**src/rtl/core/rtbs_pkg.sv**
```systemverilog
// Shared types and constants of the record-to-block segmenter.
// Used by rtbs_emit, record_to_block_segmenter_core and the testbench; depends on nothing.
package rtbs_pkg;

  localparam int unsigned UsedW    = 23;
  localparam int unsigned HbW      = 7;
  localparam int unsigned HvW      = 2;
  localparam int unsigned IdxW     = 31;
  localparam int unsigned WordW    = 32;
  localparam int unsigned HdrCntW  = 5;
  localparam int unsigned CfgAddrW = 4;
  localparam int unsigned CfgDataW = 32;
  localparam int unsigned HdrWords = 5;

  localparam logic [UsedW-1:0] MaxBlockBytes = 23'd4194304;

  localparam logic [UsedW-1:0] CapReset = 23'd64512;
  localparam logic [HbW-1:0]   HbReset  = 7'd24;
  localparam logic [HvW-1:0]   HvReset  = 2'd2;

  localparam logic [HvW-1:0]     HdrVersionLong = 2'd1;
  localparam logic [HdrCntW-1:0] HdrLenLong     = 5'd20;
  localparam logic [HdrCntW-1:0] HdrLenShort    = 5'd12;
  localparam logic [HdrCntW-1:0] HdrStartLong   = 5'd0;
  localparam logic [HdrCntW-1:0] HdrStartShort  = 5'd8;
  localparam logic [HdrCntW-1:0] HdrLastByte    = 5'd19;

  localparam logic KindByte = 1'b0;
  localparam logic KindEnd  = 1'b1;

  typedef enum logic [1:0] {
    REQ_BEGIN   = 2'd0,
    REQ_PAYLOAD = 2'd1,
    REQ_FLUSH   = 2'd2
  } req_e;

  typedef enum logic [1:0] {
    REG_CAPACITY  = 2'd0,
    REG_HDR_BYTES = 2'd1,
    REG_VERSION   = 2'd2
  } reg_idx_e;

  typedef enum logic [2:0] {
    PH_END_PRE,
    PH_HDR,
    PH_BYTE,
    PH_END_POST,
    PH_DONE
  } phase_e;

  typedef struct packed {
    logic [1:0]        req_type;
    logic [31:0]       session_id;
    logic [31:0]       session_time;
    logic signed [31:0] file_index;
    logic [30:0]       stream_id;
    logic [31:0]       data_length;
    logic [7:0]        data_byte;
  } in_item_t;

  typedef struct packed {
    logic        kind;
    logic [7:0]  out_byte;
    logic        record_done;
    logic        last_of_run;
    logic [22:0] block_used;
    logic [30:0] first_index;
    logic [30:0] last_index;
    logic [31:0] block_session_id;
    logic [31:0] block_session_time;
  } out_item_t;

  // Snapshot reported by one block-end beat.
  typedef struct packed {
    logic [UsedW-1:0] used;
    logic [IdxW-1:0]  first;
    logic [IdxW-1:0]  last;
    logic [WordW-1:0] sid;
    logic [WordW-1:0] stime;
  } end_info_t;

  // Everything one input item emits, worked out when it is accepted.
  typedef struct packed {
    logic                          end_pre;
    end_info_t                     end_pre_info;
    logic                          hdr_en;
    logic                          hdr_long;
    logic                          hdr_done;
    logic [HdrWords-1:0][WordW-1:0] hdr_word;
    logic                          byte_en;
    logic [7:0]                    byte_val;
    logic                          byte_done;
    logic                          end_post;
    end_info_t                     end_post_info;
  } plan_t;

endpackage

```
**src/rtl/core/rtbs_emit.sv**
```systemverilog
// Result sequencer: holds one item plan and plays it out one beat a cycle while the output is not stalled.
// Depends on rtbs_pkg (plan_t, out_item_t, phase_e).
module rtbs_emit (
  input  logic               clk_i,
  input  logic               rst_ni,
  input  logic               plan_valid_i,
  input  rtbs_pkg::plan_t    plan_i,
  output logic               plan_ready_o,
  output logic               out_valid_o,
  input  logic               out_stall_i,
  output rtbs_pkg::out_item_t out_data_o
);
  import rtbs_pkg::*;

  plan_t               plan_q;
  phase_e              phase_q, phase_d, phase_after, phase_first;
  logic [HdrCntW-1:0]  cnt_q, cnt_d;
  logic                out_valid_q;
  out_item_t           out_q, res;
  logic                fire, load, last_res;
  logic [WordW-1:0]    hdr_w;

  assign fire     = (phase_q != PH_DONE) && (!out_valid_q || !out_stall_i);
  assign last_res = (phase_after == PH_DONE);
  assign plan_ready_o = (phase_q == PH_DONE) || (fire && last_res);
  assign load     = plan_valid_i && plan_ready_o;

  // Next state.
  always_comb begin
    phase_after = PH_DONE;
    unique case (phase_q)
      PH_END_PRE: begin
        if (plan_q.hdr_en)        phase_after = PH_HDR;
        else if (plan_q.byte_en)  phase_after = PH_BYTE;
        else if (plan_q.end_post) phase_after = PH_END_POST;
      end
      PH_HDR: begin
        if (cnt_q != HdrLastByte) phase_after = PH_HDR;
        else if (plan_q.byte_en)  phase_after = PH_BYTE;
        else if (plan_q.end_post) phase_after = PH_END_POST;
      end
      PH_BYTE: begin
        if (plan_q.end_post) phase_after = PH_END_POST;
      end
      PH_END_POST, PH_DONE: phase_after = PH_DONE;
      default: phase_after = PH_DONE;
    endcase

    if (plan_i.end_pre)       phase_first = PH_END_PRE;
    else if (plan_i.hdr_en)   phase_first = PH_HDR;
    else if (plan_i.byte_en)  phase_first = PH_BYTE;
    else if (plan_i.end_post) phase_first = PH_END_POST;
    else                      phase_first = PH_DONE;

    phase_d = phase_q;
    cnt_d   = cnt_q;
    if (fire) begin
      phase_d = phase_after;
      if (phase_q == PH_HDR) cnt_d = cnt_q + HdrCntW'(1);
    end
    if (load) begin
      phase_d = phase_first;
      cnt_d   = plan_i.hdr_long ? HdrStartLong : HdrStartShort;
    end
  end

  // Outputs: the beat for the current phase.
  always_comb begin
    hdr_w = plan_q.hdr_word[cnt_q[4:2]];
    res   = '0;
    res.last_of_run = last_res;
    unique case (phase_q)
      PH_END_PRE: begin
        res.kind               = KindEnd;
        res.block_used         = plan_q.end_pre_info.used;
        res.first_index        = plan_q.end_pre_info.first;
        res.last_index         = plan_q.end_pre_info.last;
        res.block_session_id   = plan_q.end_pre_info.sid;
        res.block_session_time = plan_q.end_pre_info.stime;
      end
      PH_HDR: begin
        res.kind = KindByte;
        unique case (cnt_q[1:0])
          2'd0: res.out_byte = hdr_w[31:24];
          2'd1: res.out_byte = hdr_w[23:16];
          2'd2: res.out_byte = hdr_w[15:8];
          2'd3: res.out_byte = hdr_w[7:0];
          default: res.out_byte = hdr_w[7:0];
        endcase
        res.record_done = plan_q.hdr_done && (cnt_q == HdrLastByte);
      end
      PH_BYTE: begin
        res.kind        = KindByte;
        res.out_byte    = plan_q.byte_val;
        res.record_done = plan_q.byte_done;
      end
      PH_END_POST: begin
        res.kind               = KindEnd;
        res.block_used         = plan_q.end_post_info.used;
        res.first_index        = plan_q.end_post_info.first;
        res.last_index         = plan_q.end_post_info.last;
        res.block_session_id   = plan_q.end_post_info.sid;
        res.block_session_time = plan_q.end_post_info.stime;
      end
      default: res = '0;
    endcase
  end

  always_ff @(posedge clk_i or negedge rst_ni) begin
    if (!rst_ni) begin
      phase_q     <= PH_DONE;
      cnt_q       <= '0;
      out_valid_q <= 1'b0;
    end else begin
      phase_q <= phase_d;
      cnt_q   <= cnt_d;
      if (fire)             out_valid_q <= 1'b1;
      else if (!out_stall_i) out_valid_q <= 1'b0;
    end
  end

  always_ff @(posedge clk_i) begin
    if (load) plan_q <= plan_i;
    if (fire) out_q  <= res;
  end

  assign out_valid_o = out_valid_q;
  assign out_data_o  = out_q;

endmodule

```
**src/rtl/core/record_to_block_segmenter_core.sv**
```systemverilog
// Record-to-block segmenter, top level: config registers, block state and
// per-item planning. Depends on rtbs_pkg and rtbs_emit.
//
//  channel | direction | handshake              | beat
//  --------+-----------+------------------------+-----------------------------
//  in      | sink      | in_valid_i / in_stall_o  | one request (in_item_t)
//  out     | source    | out_valid_o / out_stall_i| one block byte or block end
//  cfg     | sink      | psel/penable/pready     | one 32-bit register access
//
// Each accepted item yields 0 to 22 out beats, one beat per cycle while
// the output is not stalled, so a plain payload byte sustains one item
// per cycle and a header burst holds the input until its beats are out.
// The next item is taken in the cycle the last beat of the current one
// moves into the output register. Reset (rst_ni low, asynchronous)
// empties the sequencer and output register, clears the block state and
// loads the register defaults. A stall on the output holds the output
// register and the sequencer and backs up into in_stall_o.
module record_to_block_segmenter_core (
  input  logic                            clk_i,
  input  logic                            rst_ni,
  input  logic                            in_valid_i,
  output logic                            in_stall_o,
  input  rtbs_pkg::in_item_t              in_data_i,
  output logic                            out_valid_o,
  input  logic                            out_stall_i,
  output rtbs_pkg::out_item_t             out_data_o,
  input  logic                            psel,
  input  logic                            penable,
  input  logic                            pwrite,
  input  logic [rtbs_pkg::CfgAddrW-1:0]   paddr,
  input  logic [rtbs_pkg::CfgDataW-1:0]   pwdata,
  output logic [rtbs_pkg::CfgDataW-1:0]   prdata,
  output logic                            pready
);
  import rtbs_pkg::*;

  // Configuration registers.
  logic [UsedW-1:0] cap_q;
  logic [HbW-1:0]   hb_q;
  logic [HvW-1:0]   hv_q;

  // Block and record state.
  logic [UsedW-1:0] used_q;
  logic [WordW-1:0] bytes_left_q;
  logic             open_q, need_q;
  logic [WordW-1:0] cur_sid_q, cur_stime_q, cur_fidx_q;
  logic [IdxW-1:0]  cur_stream_q;
  logic [IdxW-1:0]  first_q, last_q;
  logic [WordW-1:0] bsid_q, bstime_q;

  logic       cfg_wr;
  logic [1:0] cfg_idx;

  logic             plan_ready, accept, active;
  logic             is_begin, is_pay, is_flush;
  plan_t            plan;

  logic [HdrCntW-1:0] hdr_len;
  logic [UsedW-1:0]   cap_lim, cap_min, cap_eff;
  logic [UsedW:0]     hdr_sum;
  logic               pre_end, hdr_en, post_end, idx_pos, open_after;
  logic [UsedW-1:0]   used1, used2, used3, used4;
  logic [IdxW-1:0]    first1, last1, first2, last2, first4, last4;
  logic [WordW-1:0]   h_sid, h_stime, h_fidx, h_stream_w, h_len_w;
  logic [WordW-1:0]   bsid2, bstime2, left3;

  // Config port: zero-wait, written in the access phase.
  assign pready  = 1'b1;
  assign cfg_idx = paddr[3:2];
  assign cfg_wr  = psel && penable && pwrite && pready;

  always_comb begin
    prdata = '0;
    priority if (cfg_idx == REG_CAPACITY)  prdata = CfgDataW'(cap_q);
    else if (cfg_idx == REG_HDR_BYTES)      prdata = CfgDataW'(hb_q);
    else if (cfg_idx == REG_VERSION)        prdata = CfgDataW'(hv_q);
    else                                    prdata = '0;
  end

  // Effective capacity: clamp to the maximum, then leave room for the block
  // header, one record header and two payload bytes.
  assign hdr_len = (hv_q == HdrVersionLong) ? HdrLenLong : HdrLenShort;
  assign cap_lim = (cap_q > MaxBlockBytes) ? MaxBlockBytes : cap_q;
  assign cap_min = UsedW'(hb_q) + UsedW'(hdr_len) + UsedW'(2);
  assign cap_eff = (cap_lim < cap_min) ? cap_min : cap_lim;

  assign is_begin = (in_data_i.req_type == REQ_BEGIN);
  assign is_pay   = (in_data_i.req_type == REQ_PAYLOAD) && open_q;
  assign is_flush = (in_data_i.req_type == REQ_FLUSH);
  assign active   = is_begin || is_pay || is_flush;

  always_comb begin
    // End before the header or byte when it no longer fits, or on a flush.
    hdr_sum = {1'b0, used_q} + (UsedW+1)'(hdr_len);
    pre_end = is_flush
           || (is_begin && (hdr_sum > {1'b0, cap_eff}))
           || (is_pay && need_q && (hdr_sum >= {1'b0, cap_eff}))
           || (is_pay && !need_q && (used_q >= cap_eff));
    used1  = pre_end ? UsedW'(hb_q) : used_q;
    first1 = pre_end ? '0 : first_q;
    last1  = pre_end ? '0 : last_q;

    // Record header, fresh or continuation; a payload byte that ends the
    // block first resumes behind a continuation header.
    hdr_en     = is_begin || (is_pay && (need_q || pre_end));
    h_sid      = is_begin ? in_data_i.session_id   : cur_sid_q;
    h_stime    = is_begin ? in_data_i.session_time : cur_stime_q;
    h_fidx     = is_begin ? WordW'(in_data_i.file_index) : cur_fidx_q;
    h_stream_w = is_begin ? {1'b0, in_data_i.stream_id}
                          : (WordW'(0) - {1'b0, cur_stream_q});
    h_len_w    = is_begin ? in_data_i.data_length : bytes_left_q;
    idx_pos    = (h_fidx != '0) && !h_fidx[WordW-1];

    used2   = hdr_en ? (used1 + UsedW'(hdr_len)) : used1;
    first2  = (hdr_en && idx_pos && (first1 == '0)) ? h_fidx[IdxW-1:0] : first1;
    last2   = (hdr_en && idx_pos) ? h_fidx[IdxW-1:0] : last1;
    bsid2   = (hdr_en && (hv_q != HdrVersionLong)) ? h_sid   : bsid_q;
    bstime2 = (hdr_en && (hv_q != HdrVersionLong)) ? h_stime : bstime_q;

    // Payload byte.
    left3 = bytes_left_q - WordW'(1);
    used3 = is_pay ? (used2 + UsedW'(1)) : used2;

    // End after when the record goes on and the block is full.
    open_after = is_begin ? (in_data_i.data_length != '0) : (left3 != '0);
    post_end   = (is_begin || is_pay) && open_after && (used3 >= cap_eff);
    used4  = post_end ? UsedW'(hb_q) : used3;
    first4 = post_end ? '0 : first2;
    last4  = post_end ? '0 : last2;
  end

  always_comb begin
    plan                     = '0;
    plan.end_pre             = pre_end;
    plan.end_pre_info.used   = used_q;
    plan.end_pre_info.first  = first_q;
    plan.end_pre_info.last   = last_q;
    plan.end_pre_info.sid    = bsid_q;
    plan.end_pre_info.stime  = bstime_q;
    plan.hdr_en              = hdr_en;
    plan.hdr_long            = (hv_q == HdrVersionLong);
    plan.hdr_done            = is_begin && (in_data_i.data_length == '0);
    plan.hdr_word[0]         = h_sid;
    plan.hdr_word[1]         = h_stime;
    plan.hdr_word[2]         = h_fidx;
    plan.hdr_word[3]         = h_stream_w;
    plan.hdr_word[4]         = h_len_w;
    plan.byte_en             = is_pay;
    plan.byte_val            = in_data_i.data_byte;
    plan.byte_done           = (left3 == '0);
    plan.end_post            = post_end;
    plan.end_post_info.used  = used3;
    plan.end_post_info.first = first2;
    plan.end_post_info.last  = last2;
    plan.end_post_info.sid   = bsid2;
    plan.end_post_info.stime = bstime2;
  end

  // Hold the input while the plan register still has beats to play.
  assign in_stall_o = !plan_ready;
  assign accept     = in_valid_i && plan_ready;

  rtbs_emit u_emit (
    .clk_i       (clk_i),
    .rst_ni      (rst_ni),
    .plan_valid_i(accept && active),
    .plan_i      (plan),
    .plan_ready_o(plan_ready),
    .out_valid_o (out_valid_o),
    .out_stall_i (out_stall_i),
    .out_data_o  (out_data_o)
  );

  always_ff @(posedge clk_i or negedge rst_ni) begin
    if (!rst_ni) begin
      cap_q        <= CapReset;
      hb_q         <= HbReset;
      hv_q         <= HvReset;
      used_q       <= UsedW'(HbReset);
      bytes_left_q <= '0;
      open_q       <= 1'b0;
      need_q       <= 1'b0;
      cur_sid_q    <= '0;
      cur_stime_q  <= '0;
      cur_fidx_q   <= '0;
      cur_stream_q <= '0;
      first_q      <= '0;
      last_q       <= '0;
      bsid_q       <= '0;
      bstime_q     <= '0;
    end else begin
      if (cfg_wr) begin
        if (cfg_idx == REG_CAPACITY) cap_q <= pwdata[UsedW-1:0];
        if (cfg_idx == REG_VERSION)  hv_q  <= pwdata[HvW-1:0];
        if (cfg_idx == REG_HDR_BYTES) begin
          hb_q <= pwdata[HbW-1:0];
          // An untouched block takes the new reservation at once.
          if (used_q == UsedW'(hb_q)) used_q <= UsedW'(pwdata[HbW-1:0]);
        end
      end else if (accept && active) begin
        used_q   <= used4;
        first_q  <= first4;
        last_q   <= last4;
        bsid_q   <= bsid2;
        bstime_q <= bstime2;
        if (is_begin) begin
          cur_sid_q    <= in_data_i.session_id;
          cur_stime_q  <= in_data_i.session_time;
          cur_fidx_q   <= WordW'(in_data_i.file_index);
          cur_stream_q <= in_data_i.stream_id;
          bytes_left_q <= in_data_i.data_length;
          open_q       <= open_after;
          need_q       <= post_end;
        end else if (is_pay) begin
          bytes_left_q <= left3;
          open_q       <= open_after;
          need_q       <= post_end;
        end else begin
          // Flush: an open record resumes behind a continuation header.
          need_q <= need_q || open_q;
        end
      end
    end
  end

endmodule

```
**config.mk**
```make
export PLATFORM = sky130hd
export DESIGN_NAME = record_to_block_segmenter_core
export DESIGN_NICKNAME = d
export VERILOG_FILES = /design/src/rtl/core/rtbs_pkg.sv /design/src/rtl/core/rtbs_emit.sv /design/src/rtl/core/record_to_block_segmenter_core.sv
export SDC_FILE = /design/constraint.sdc
export NUM_CORES = 2
export LEC_CHECK = 0
export ABC_AREA = 1
export BUFFER_PORTS_ARGS = -buffer_cell sky130_fd_sc_hd__buf_4
export CAP_MARGIN = 25
export CORE_MARGIN = 1.5
export CORE_UTILIZATION = 30
export DETAILED_ROUTE_END_ITERATION = 6
export GPL_TIMING_DRIVEN = 0
export HOLD_SLACK_MARGIN = 0.02
export REMOVE_ABC_BUFFERS = 1
export SLEW_MARGIN = 20
export SYNTH_ARGS = -nofsm -noshare
export SYNTH_HDL_FRONTEND = slang
export SYNTH_SLANG_ARGS = --single-unit
```
**constraint.sdc**
```tcl
create_clock -name clk_i -period 13.65 [get_ports clk_i]
set_clock_uncertainty 0.15 [all_clocks]
set_input_delay 2.73 -clock clk_i [delete_from_list [all_inputs] [get_ports clk_i]]
set_output_delay 2.73 -clock clk_i [all_outputs]
set_load 0.03 [all_outputs]
```
==> results.cfg <==
[run_status]
outcome = complete, no violations

[floorplan]
fp.dieArea_sq_um = 155000
die-width_microns = 394
die_y_microns = 394
ios = 407
fp_rows = 143
start_util_pct = 30.2
core_region_area_sq_um = 152000

[grt]
grt_use_total_pct = 18.2
grt_pass1_vias = 33300
gr-total-overflow = 0
grt_max_degree = 181
initial_antenna_violation_count = 28
grt_pass1_wl_microns = 214000

[synthesis]
mappedNetlistArea_sq_um = 45800
post_synth_inst_count = 4749
synthesis.yosys.warnings = 0
postSynthAreaPerCell_sq_um = 9.65
yosys.area.top_type = sky130_fd_sc_hd__edfxtp_1
synth-simple-area-share_pct = 15.6
synth_flop_cell = sky130_fd_sc_hd__edfxtp_1
yosys_register_bits = 982
synth-seq-area-share_pct = 60.5
synth-compound-area-share_pct = 12.4
dominant_combinational_cell_family_by_area_after_synthesis = simple AND/OR/NAND/NOR gates
synthDominantCellAreaShare_pct = 41.3
edff_count_synth = 631
post_synth_xor_area_fraction_pct = 1.51
yosys-top-cells-count = sky130_fd_sc_hd__nand2_1, sky130_fd_sc_hd__o21ai_0, sky130_fd_sc_hd__edfxtp_1
asyncSetResetFlopFracSynth_pct = 35.7
post_synth_num_cell_types = 64
synthAdderAreaFrac_pct = 2.52
synth.most_common_cell = sky130_fd_sc_hd__nand2_1
synth.area.mux_share_pct = 0.147
ys_top_cells_by_area = sky130_fd_sc_hd__edfxtp_1, sky130_fd_sc_hd__dfrtp_1, sky130_fd_sc_hd__nand2_1

[placed_design]
gp_congestion = 0.877
port_buffers = 385
post-dp-hpwl_microns = 103000
placed_cell_area_sq_um = 51800

[setup_path]
type_of_the_worst_setup_path = reg -> reg
cpMaxStageDelayCell = sky130_fd_sc_hd__nor2_1
endpoint_kind = flip-flop
critical_path.max_stage_delay_ns = 0.67
timing.critical_path.fanout_max = 55
critical_path_arrival_ns = 12.02
required_ns = 14.12
most_frequent_cell_on_critical_path = sky130_fd_sc_hd__nand2_1
worst_setup_path_start_kind = flip-flop

[routing]
detailed_router_s_first_iteration_violation_count = 2356
detail_route.wirelength_microns = 143000
route.antenna.remaining_nets = 0
detail_route.first_pass.iterations = 5
drt-wirelength-per-cell_microns = 19.9
vias_per_cell = 4.76
detailed_route_drc_error_count = 0
detailroute.via_count = 34400

[sta]
hold_ws_ns = 0.279
tightestPinTransition_ns = 1.01
setup-violations-final = 0
finalMaxSlewViolations = 0
rsz0062_at_grt = no
period_minus_slack_ns = 11.55
timing.slew.headroom_pct = 31.9
maxClockFrequency_mhz = 86.6
period_share_pct = 84.6
hold_viol = 0

[layout]
fill_cells = 15000
area.growth.synth_to_final_pct = 21.1
finish.instance_area_sq_um = 55500
final-seq-area_sq_um = 27800
multi_input_comb_area_sq_um = 14900
final_core_utilization_pct = 36.6
fin_nets = 5391
layout-drive-gt1-share_pct = 14.6

[clock_network]
clkSinkCount = 982
cts_max_path_buffers = 3
cts_tree = done
clk_pin_slew_ns = 0.06
cts_setup_buffers = 0
post_cts.resized_instances = 0
cts_made_buffers = 110
cts.hold.buffers_added = 0
cts-htree-levels = 3
clock_tree.root_cell = sky130_fd_sc_hd__clkbuf_16
clk_latency_ns = 0.77

[min_path]
class_of_the_most_critical_hold_timing_path = reg -> reg

[power]
p_total_w = 0.0123
powerDensity_nw_per_um2 = 222
leakage_nw = 23.2
vdd_ir_drop_max_mv = 0.124

[job]
cap_violations = 0
[layout by cell type (no fill, tap or decap), types with 22 or more instances in the layout]
cell type	n
sky130_fd_sc_hd__or2_2	30
sky130_fd_sc_hd__dfrtp_1	338
sky130_fd_sc_hd__inv_1	618
sky130_fd_sc_hd__buf_16	32
sky130_fd_sc_hd__xor2_1	69
sky130_fd_sc_hd__a21oi_1	109
sky130_fd_sc_hd__nand3_1	131
sky130_fd_sc_hd__o21ai_2	32
sky130_fd_sc_hd__a22o_1	32
sky130_fd_sc_hd__nor2_1	280
sky130_fd_sc_hd__nor3_1	33
sky130_fd_sc_hd__o21ai_1	22
sky130_fd_sc_hd__nor4_1	32
sky130_fd_sc_hd__edfxtp_1	631
sky130_fd_sc_hd__nand2_1	1072
sky130_fd_sc_hd__nand4_1	59
sky130_fd_sc_hd__clkbuf_16	113
sky130_fd_sc_hd__clkbuf_1	22
sky130_fd_sc_hd__buf_4	384
sky130_fd_sc_hd__o21ai_0	725
sky130_fd_sc_hd__ha_1	89
sky130_fd_sc_hd__o22ai_1	46
sky130_fd_sc_hd__clkinv_2	22
[flip-flops by register name, indices dropped and copies added (netlist names), 31 cells and up]
name	count
u_emit.out_data_o	160
bsid_q	32
cur_fidx_q	32
cur_sid_q	32
u_emit.plan_q	471
bytes_left_q	32
first_q	31
cur_stime_q	32
last_q	31
bstime_q	32
cur_stream_q	31
[metal layers]
| metal | up-vias | GRT usage [%] | part of all wire (%) |
|---|---|---|---|
| li1 | 16600 | - | - |
| met1 | 16600 | 24.8 | 45 |
| met2 | 957 | 29.1 | 46 |
| met3 | 201 | 3.84 | 6.5 |
| met4 | 32 | 5.53 | 2.6 |
| met5 | - | 0 | 0.14 |
[worst max-delay path, delay by kind of cell (launching register included)]
family          cells  cell delay [ns]
simple gates       31             6.42
flops               1             0.38
fa+ha+maj           5             1.74
compound gates      7             1.57
buf+inv             6             0.94
xor+xnor            1             0.12
[where the power goes]
| part | internal (W) | switching, W | total [W] |
|---|---|---|---|
| clock | 0.00178 | 0.00129 | 0.00307 |
| sequential | 0.00438 | 0.000539 | 0.00492 |
| combinational | 0.00136 | 0.00296 | 0.00431 |
[metrics by stage]
stage / TNS, ns / std cells / setup WS [ns]
final: 0 / 7216 / 2.10
after CTS: 0 / 7210 / 2.08
after floorplan: -8510.40 / 4537 / -16.84
after global routing: 0 / 7214 / 1.10
after global placement: - / 6952 / -35.87
after detailed placement: 0 / 7005 / 2.17
[final cells by class]
class	count	share of cell area, %
Clock buffer	145	5.49
Multi-Input combinational cell	2922	26.8
Clock inverter	60	1.27
Inverter	633	4.33
Sequential cell	982	50.0
Tap cell	2030	4.57
Timing Repair Buffer	439	7.57
Antenna cell	5	0.0225
[worst paths after layout]
check                           startpoint            endpoint  slack, ns  cells after the start
worst max-delay path               hv_q[1]          last_q[15]       2.10                     50
min in group asynchronous           rst_ni           cap_q[22]       1.81                      1
worst min-delay path            first_q[3]  u_emit.plan_q[421]       0.28                      0
worst max register to register     hv_q[1]          last_q[15]       2.10                     50
worst min register to register  first_q[3]  u_emit.plan_q[421]       0.28                      0
max in group asynchronous           rst_ni     cur_stime_q[26]      10.12                      3
[kinds of logic after synthesis]
family / after synthesis
AND/OR/NAND/NOR: 1705
other: 2
buffers and inverters: 853
flip-flops: 982
adder cells (fa/ha/maj): 91
multiplexers: 6
AO/OA/AOI/OAI: 1031
XOR/XNOR: 79
No activity file was read; power rests on OpenSTA's default activity.
